## src/hw/rtl/dtba_fifo.sv

```systemverilog
// Two-entry register queue used between the front and back ends and at the output.
// Standalone; the payload width is set by the instantiating module.
module dtba_fifo #(
  parameter int WIDTH = 8
) (
  input  logic             clk,
  input  logic             rst,
  input  logic             push,
  input  logic [WIDTH-1:0] wdata,
  output logic             full,
  input  logic             pop,
  output logic [WIDTH-1:0] rdata,
  output logic             empty
);

  logic [WIDTH-1:0] entry [2];
  logic             wr_ptr;
  logic             rd_ptr;
  logic [1:0]       count;
  logic             do_push;
  logic             do_pop;

  assign full    = (count == 2'd2);
  assign empty   = (count == 2'd0);
  assign do_push = push && !full;
  assign do_pop  = pop && !empty;
  assign rdata   = entry[rd_ptr];

  always_ff @(posedge clk) begin
    if (rst) begin
      wr_ptr <= 1'b0;
      rd_ptr <= 1'b0;
      count  <= 2'd0;
    end else begin
      if (do_push) begin
        wr_ptr <= !wr_ptr;
      end
      if (do_pop) begin
        rd_ptr <= !rd_ptr;
      end
      case ({do_push, do_pop})
        2'b10:   count <= count + 2'd1;
        2'b01:   count <= count - 2'd1;
        default: count <= count;
      endcase
    end
  end

  always_ff @(posedge clk) begin
    if (do_push) begin
      entry[wr_ptr] <= wdata;
    end
  end

endmodule

```

## config.mk

```make
export PLATFORM = sky130hd
export DESIGN_NAME = dtba_fifo
export DESIGN_NICKNAME = d
export VERILOG_FILES = /design/src/hw/rtl/dtba_fifo.sv
export SDC_FILE = /design/constraint.sdc
export NUM_CORES = 1
export LEC_CHECK = 0
export BUFFER_PORTS_ARGS = -buffer_cell sky130_fd_sc_hd__buf_2
export CAP_MARGIN = 40
export CORE_MARGIN = 2
export CORE_UTILIZATION = 48
export DETAILED_ROUTE_END_ITERATION = 10
export PLACE_DENSITY_LB_ADDON = 0.15
export SETUP_SLACK_MARGIN = 0.1
export SYNTH_ARGS = -nofsm -noshare
export SYNTH_HDL_FRONTEND = slang
export SYNTH_SLANG_ARGS = --single-unit
```

## constraint.sdc

```tcl
create_clock -name clk -period 1.85 [get_ports clk]
set_clock_uncertainty 0.2 [all_clocks]
set_input_delay 0.555 -clock clk [delete_from_list [all_inputs] [get_ports clk]]
set_output_delay 0.555 -clock clk [all_outputs]
set_load 0.03 [all_outputs]
```

==> results of run 1 <==
-- synth_stat cells --
| library cell | count |
|---|---|
| nor2_1 | 4 |
| dfxtp_1 | 5 |
| nand2_1 | 1 |
| xnor2_1 | 2 |
| or3_1 | 2 |
| edfxtp_1 | 16 |
| o21ai_0 | 2 |
| and3_1 | 1 |
| o21a_1 | 1 |
| a21oi_1 | 2 |
| mux2_2 | 8 |
| ha_1 | 1 |
| clkbuf_1 | 1 |
| inv_2 | 1 |
| nand2b_2 | 1 |
| xor2_1 | 1 |
| inv_1 | 2 |
-- critical path: cells and delay by family, from the launching register on --
family / cells / cell delay [ns]
mux: 1 / 0.31
buf+inv: 2 / 0.28
flops: 1 / 0.34
-- repair_timing --
action,CTS,global route
setup buffers,2,0
pin swaps,2,0
endpoints found under the setup margin,9,15
resized for setup,33,8
-- cell families after synthesis --
logic type | after synthesis | share of synthesized area
compound gates | 5 | 0.0345
xor+xnor | 3 | 0.0329
fa+ha+maj | 1 | 0.0157
buf+inv | 4 | 0.0188
flops | 21 | 0.727
mux | 8 | 0.113
simple gates | 9 | 0.0580
-- per-layer routing --
metal	wire [um]	track usage	share of wire
met1	564	0.166	0.43
met2	704	0.270	0.53
met5	0	0	0
met4	0	0.0529	0
met3	54	0.0360	0.041
-- registers in the layout, indices dropped and copies added, names as in the netlist, named ones only --
name / flops
rd_ptr: 1
count: 2
wr_ptr: 1
entry: 16
-- worst max-delay path by stage --
stage,start,end,cells past startpoint
after floorplan,pop,count[1],4
after global placement,pop,count[1],5
after detailed placement,pop,count[1],5
after CTS,flop,rdata[5],3
after global routing,flop,rdata[5],3
final,flop,rdata[5],3
-- area by class of cell --
type	instances	area (um^2)	area share
timing repair buffer	26	221	0.195
inverter	3	13.8	0.0121
multi-input combinational	26	267	0.235
clock buffer	4	26.3	0.0232
sequential	21	587	0.517
tap	16	20.0	0.0176
-- power by group --
part           leakage (nW)  internal [mW]  total [mW]  switching [mW]
sequential            0.192          0.618       0.669          0.0512
clock                0.0150         0.0837       0.207           0.124
combinational         0.260          0.457       0.881           0.423
-- metrics by stage --
stage / worst slack [ns] / power (mW)
floorplan: 0.135 / 1.09
global placement: 0.0373 / 1.27
detailed placement: -0.00521 / 1.28
CTS: -0.147 / 1.70
global route: -0.187 / 1.84
finish: -0.132 / 1.76
==> impl_metrics.env, run 1 <==
export IMPL_fin_setup_tns_ns=-1.02
export IMPL_fillCellCount=108
export IMPL_hold_path_depth=1
export IMPL_r2r_cells=6
export IMPL_io_buffers=21
export IMPL_slew_headroom=0.759
export IMPL_worstPathMaxFanout=8
export IMPL_fin_cells=96
export IMPL_ir_drop_mv=1.05
export IMPL_max_freq_mhz=505
export IMPL_rsz0062_at_grt="true"
export IMPL_cts_root_buf="clkbuf_4"
export IMPL_row_count=14
export IMPL_slew_violations=0
export IMPL_worst_setup_path_end_kind="output port"
export IMPL_dp_cells=90
export IMPL_grt_use_total=0.147
export IMPL_grt_pass1_wl_mm=2.09
export IMPL_finalCritPeriodShare=1.07
export IMPL_cap_violations=0
export IMPL_hpwl_um=923
export IMPL_drtIter0Drc=10
export IMPL_synthTopCellsByArea="edfxtp_1, dfxtp_1, mux2_2"
export IMPL_cts_inserted_buffers=3
export IMPL_grt_overflow=0
export IMPL_grt_pass1_vias=519
export IMPL_cts_sinks=21
export IMPL_syn_area_per_cell_um2=15.7
export IMPL_place_area_um2=955
export IMPL_gp_congestion=0.660
export IMPL_path_cells="buf_8 -> mux2_4 -> buf_6"
export IMPL_insertion_delay_ns=0.29
export IMPL_fin_area_um2=1130
export IMPL_finalWorstSetupSlack_ns=-0.132
export IMPL_dieArea_um2=2010
export IMPL_mostFrequentLayoutCells="edfxtp_1, buf_2, buf_6"
export IMPL_syn_inst=51
export IMPL_drt_total_wl_mm=1.32
export IMPL_cts_hold_buf=0
export IMPL_power_density_nw_per_um2=1550
export IMPL_crit_arrival_ns=1.23
export IMPL_hold_viol_final=0
export IMPL_p_leak_nw=0.467
export IMPL_ys_seq_area_frac=0.727
export IMPL_firstDrtPassIters=4
export IMPL_cts_clk_slew_worst_paths_ns=0.11
export IMPL_cp_start_kind="flop"
export IMPL_grt_max_degree=12
export IMPL_synth_seq_cells=21
export IMPL_synth_distinct_cells=17
export IMPL_worst_pin_slew_ns=0.361
export IMPL_layout_drive_gt1_share=0.588
export IMPL_vias=501
export IMPL_antenna_left=0
export IMPL_cp_required_ns=1.09
export IMPL_finalCriticalPeriod_ns=1.98
export IMPL_tritoncts="done"
export IMPL_fin_nets=94
export IMPL_violations="negative setup slack"
export IMPL_slowest_delay_ns=0.34
export IMPL_die_w_um=44.8
export IMPL_r2r_end="count[1]"
export IMPL_syn_nets=64
export IMPL_final_util=0.736
export IMPL_start_util=0.518
export IMPL_synth_top_area_share=0.602
export IMPL_status="finished, violations left"
export IMPL_whs_endpoint="entry[0][5]"
export IMPL_avgRoutedWirePerCell_um=13.8
export IMPL_synthesis_area_um2=798
export IMPL_antenna_cells=0
export IMPL_slowest_stage="dfxtp_2"
export IMPL_area_growth_pct=42.2
export IMPL_final_common_cell="edfxtp_1"
export IMPL_rrSetupSlack_ns=0.16
export IMPL_synth_warnings=0
export IMPL_floorplan_core_area_um2=1540
export IMPL_drc=0
export IMPL_r2r_start="count[0]"
export IMPL_ios=22
export IMPL_whs_ns=0.246
export IMPL_synth_top_area_cell="edfxtp_1"
export IMPL_vias_per_cell=5.22
export IMPL_clockBufferDepth=2
export IMPL_min_path_type="input pin to flop"
export IMPL_die_y_um=44.8
export IMPL_h_tree_depth=1
export IMPL_hold_path_startpoint="wdata[5]"
export IMPL_antenna_found_initial=0
export IMPL_worst_setup_path_type="flop to output port"
export IMPL_finalSetupViolations=8
(Power assumes the default switching activity.)
==> inputs of run 2 (changes only) <==
- CORE_ASPECT_RATIO: not set -> 0.6
- CORE_UTILIZATION: 48 -> 30
==> run 2 against run 1 <==
  * The run still ends with negative setup slack left
  * Global-route usage down 5.0 points
  * Setup slack better by 0.052 ns
  * Flip-flop and latch count unchanged
  * Register-to-register slack better by 0.04 ns
  * Final cell count up 17%
  * Cell area up 0.66%
  * Critical path type unchanged
  * Largest cell class unchanged
==> impl_metrics.env, run 2 (same netlist as run 1, synthesis figures left out) <==
export IMPL_cp_required_ns=1.09
export IMPL_ir_drop_mv=0.510
export IMPL_top_regs="entry x16, count x2"
export IMPL_hold_path_startpoint="wdata[0]"
export IMPL_cp_start_kind="flop"
export IMPL_finalCritPeriodShare=1.04
export IMPL_grt_pass1_wl_mm=2.12
export IMPL_power_total_mw=1.76
export IMPL_insertion_delay_ns=0.25
export IMPL_vias_per_cell=4.17
export IMPL_mostFrequentLayoutCells="edfxtp_1, buf_2, buf_6"
export IMPL_slew_headroom=0.716
export IMPL_area_growth_pct=43.1
export IMPL_drt_total_wl_mm=1.27
export IMPL_cap_violations=0
export IMPL_grt_overflow=0
export IMPL_hold_viol_final=0
export IMPL_dp_slack_ns=0.0242
export IMPL_avgRoutedWirePerCell_um=11.3
export IMPL_cts_inserted_buffers=3
export IMPL_vias=467
export IMPL_tritoncts="done"
export IMPL_die_w_um=70.6
export IMPL_max_freq_mhz=518
export IMPL_place_area_um2=990
export IMPL_grt_pass1_vias=484
export IMPL_grt_max_degree=13
export IMPL_drtIter0Drc=9
export IMPL_slowest_stage="dfxtp_2"
export IMPL_finalWorstSetupSlack_ns=-0.0804
export IMPL_final_common_cell="edfxtp_1"
export IMPL_slowest_delay_ns=0.34
export IMPL_largest_reg_flops=16
export IMPL_cts_clk_slew_worst_paths_ns=0.07
export IMPL_antenna_found_initial=0
export IMPL_drc=0
export IMPL_clockBufferDepth=2
export IMPL_fin_area_um2=1140
export IMPL_min_path_type="input pin to flop"
export IMPL_layout_drive_gt1_share=0.538
export IMPL_row_count=14
export IMPL_finalCriticalPeriod_ns=1.93
export IMPL_worst_setup_path_end_kind="output port"
export IMPL_h_tree_depth=1
export IMPL_dieArea_um2=3100
export IMPL_fin_setup_tns_ns=-0.577
export IMPL_path_cells="buf_6 -> mux2_4 -> buf_6"
export IMPL_worst_path_most_repeated_cell="buf_6"
export IMPL_ios=22
export IMPL_crit_arrival_ns=1.18
export IMPL_violations="negative setup slack"
export IMPL_floorplan_core_area_um2=2520
export IMPL_cts_root_buf="clkbuf_8"
export IMPL_cts_sinks=21
export IMPL_antenna_cells=0
export IMPL_worst_setup_path_type="flop to output port"
export IMPL_worstPathMaxFanout=6
export IMPL_die_y_um=44.0
export IMPL_io_buffers=21
export IMPL_worst_pin_slew_ns=0.426
export IMPL_power_density_nw_per_um2=1540
export IMPL_status="finished, violations left"
export IMPL_antenna_left=0
export IMPL_hpwl_um=934
export IMPL_whs_ns=0.288
export IMPL_p_leak_nw=0.474
export IMPL_gp_congestion=0.652
export IMPL_rsz0062_at_grt="true"
export IMPL_top_register="entry"
export IMPL_fin_nets=94
export IMPL_r2r_start="count[0]"
export IMPL_slew_violations=0
export IMPL_finalSetupViolations=8
export IMPL_firstDrtPassIters=4
export IMPL_start_util=0.316
export IMPL_grt_use_total=0.0976
run 2: layout make-up:
class | instances | area [um^2]
fillers | 232 | 1380
flip-flops and latches | 21 | 587
multi-input cells | 26 | 238
repair buffers | 26 | 218
clock buffers | 3 | 41.3
well taps | 32 | 40.0
inverters | 3 | 13.8
clock inverters | 1 | 5.00
run 2: routing by layer:
layer / global-route usage / share of wire
met1: 0.112 / 0.49
met4: 0.0340 / 0
met3: 0.0581 / 0.069
met2: 0.155 / 0.44
met5: 0 / 0
run 2: critical path, delay by kind of cell (launching register included):
kind / cells / cell delay (ns)
multiplexers: 1 / 0.31
buffers and inverters: 2 / 0.28
flip-flops: 1 / 0.34
run 2: stage by stage:
step | cells | util
6_report | 112 | 0.453
5_1_grt | 112 | 0.453
4_1_cts | 112 | 0.450
3_5_place_dp | 108 | 0.392
3_3_place_gp | 108 | 0.392
2_1_floorplan | 51 | -
run 2: worst paths after layout:
| kind | endpoint | slack, ns | cells after the start |
|---|---|---|---|
| worst min register to register | wr_ptr | 0.29 | 2 |
| worst min-delay path | entry[1][0] | 0.29 | 1 |
| worst max-delay path | rdata[0] | -0.08 | 3 |
| worst max register to register | count[1] | 0.20 | 5 |
run 2: where the power goes:
part	switching (mW)	internal (mW)	total (mW)
clock network	0.140	0.150	0.290
registers	0.0535	0.619	0.672
logic	0.388	0.413	0.801
total	0.582	1.18	1.76
run 2: timing repair:
action | CTS | global route
setup endpoints to repair | 9 | 10
gates resized for setup | 31 | 4
setup buffers | 0 | 0
hold buffers | 0 | 0
==> inputs of run 3 (changes only) <==
- BUFFER_PORTS_ARGS: -buffer_cell sky130_fd_sc_hd__buf_2 -> -buffer_cell sky130_fd_sc_hd__buf_4
==> run 3 against run 2 <==
  * The flow still finishes with violations (negative setup slack)
  * Cell area up 4.9%
  * Combinational power up 11%
  * Flip-flop and latch count unchanged
  * Non-clock buffer count up 2
  * Worst hold slack worse by 0.011 ns
  * Setup slack worse by 0.0082 ns
  * Final cell count up 1.8%
==> impl_metrics.env, run 3 (same netlist as run 1, synthesis figures left out) <==
export IMPL_cp_start_kind="flop"
export IMPL_start_util=0.316
export IMPL_antenna_cells=0
export IMPL_cts_inserted_buffers=3
export IMPL_mostFrequentLayoutCells="edfxtp_1, buf_4, buf_6"
export IMPL_worst_setup_path_type="flop to output port"
export IMPL_hold_path_startpoint="wdata[3]"
export IMPL_cts_root_buf="clkbuf_8"
export IMPL_rrSetupSlack_ns=0.21
export IMPL_dieArea_um2=3100
export IMPL_clockBufferDepth=2
export IMPL_area_growth_pct=50.2
export IMPL_r2r_start="count[0]"
export IMPL_ir_drop_mv=0.677
export IMPL_power_total_mw=1.85
export IMPL_finalWorstSetupSlack_ns=-0.0886
export IMPL_max_freq_mhz=516
export IMPL_gp_congestion=0.627
export IMPL_grt_overflow=0
export IMPL_r2r_end="count[1]"
export IMPL_fin_nets=96
export IMPL_final_common_cell="edfxtp_1"
export IMPL_insertion_delay_ns=0.26
export IMPL_place_area_um2=1060
export IMPL_grt_pass1_wl_mm=2.50
export IMPL_switchingPower_uw=619
export IMPL_ios=22
export IMPL_floorplan_core_area_um2=2520
export IMPL_finalSetupViolations=8
export IMPL_antenna_found_initial=0
export IMPL_io_buffers=21
export IMPL_drt_total_wl_mm=1.44
export IMPL_avgRoutedWirePerCell_um=12.6
export IMPL_worst_setup_path_end_kind="output port"
export IMPL_row_count=14
export IMPL_drtIter0Drc=7
export IMPL_grt_max_degree=13
export IMPL_hpwl_mm=1.07
export IMPL_layout_drive_gt1_share=0.573
export IMPL_vias_per_cell=4.29
export IMPL_crit_arrival_ns=1.18
export IMPL_postCtsSetupRepairBufs=0
export IMPL_min_path_type="input pin to flop"
export IMPL_cts_clk_slew_worst_paths_ns=0.07
export IMPL_cp_required_ns=1.09
export IMPL_slew_headroom=0.723
export IMPL_tritoncts="done"
export IMPL_cts_hold_buf=0
export IMPL_drc=0
export IMPL_violations="negative setup slack"
export IMPL_status="finished, violations left"
export IMPL_top_register="entry"
export IMPL_slew_violations=0
export IMPL_dp_slack_ns=0.0206
export IMPL_hold_viol_final=0
export IMPL_power_density_nw_per_um2=1550
export IMPL_p_int_mw=1.23
export IMPL_rsz0062_at_grt="true"
export IMPL_cap_violations=0
export IMPL_seq_power_share=0.362
export IMPL_antenna_left=0
export IMPL_die_y_um=44.0
export IMPL_fin_area_um2=1200
export IMPL_sw_frac_of_total=0.334
export IMPL_whs_endpoint="entry[0][3]"
export IMPL_p_leak_nw=0.499
export IMPL_cts_sinks=21
export IMPL_die_w_um=70.6
export IMPL_finalCritPeriodShare=1.05
export IMPL_whs_ns=0.277
export IMPL_r2r_cells=5
export IMPL_largest_reg_flops=16
export IMPL_vias=489
export IMPL_firstDrtPassIters=4
export IMPL_finalCriticalPeriod_ns=1.94
export IMPL_top_regs="entry x16, count x2"
export IMPL_p_comb_frac=0.480
export IMPL_h_tree_depth=1
export IMPL_grt_pass1_vias=534
export IMPL_worst_pin_slew_ns=0.415
export IMPL_grt_use_total=0.112
export IMPL_worstPathMaxFanout=6
export IMPL_pwr_share_clk=0.158
export IMPL_hold_path_depth=1
-- run 3: worst max-delay path, cell delays in order, from the launching register on --
cell     delay, ns
dfxtp_2       0.34
buf_6         0.14
mux2_4        0.31
buf_6         0.14
-- run 3: repair_timing --
action                     CTS  global route
setup endpoints to repair   10            10
pin swaps                    0             1
resized for setup           25             2
-- run 3: power groups by stage --
stage / Clock [mW] / Combinational, mW / Sequential, mW
5_1_grt: 0.323 / 0.955 / 0.682
4_1_cts: 0.304 / 0.889 / 0.668
3_5_place_dp: 0 / 0.739 / 0.660
3_3_place_gp: 0 / 0.730 / 0.658
2_1_floorplan: 0 / 0.439 / 0.652
6_report: 0.293 / 0.890 / 0.670
-- run 3: through the flow --
step,instances,TNS (ns),util
after floorplan,51,0,-
after detailed placement,110,0,0.419
after global routing,114,-0.983,0.475
after CTS,114,-0.716,0.472
final,114,-0.638,0.475
after global placement,110,0,0.419
-- run 3: final cells by class --
type                            count  area, um^2
Fill cell                         246        1320
Sequential cell                    21         584
Timing Repair Buffer               28         268
Multi-Input combinational cell     26         249
Clock buffer                        3        41.3
Tap cell                           32        40.0
Inverter                            3        11.3
Clock inverter                      1        5.00
-- run 3: per-layer routing --
metal  up-vias  wire length, um  part of all wire  GRT usage
li1        244                -                 -          -
met1       228              632              0.44      0.132
met2        15              708              0.49      0.191
met3         2               83             0.058     0.0488
met4         0               10            0.0070     0.0340
met5         -                0                 0          0
-- run 3: worst max path at each step --
stage	endpoint	cells past startpoint	from	slack, ns
final	rdata[0]	3	flop	-0.09
after global routing	rdata[0]	3	flop	-0.14
after CTS	rdata[0]	3	flop	-0.1
after detailed placement	count[1]	5	pop	0.02
after global placement	count[1]	5	pop	0.05
after floorplan	count[1]	4	pop	0.14
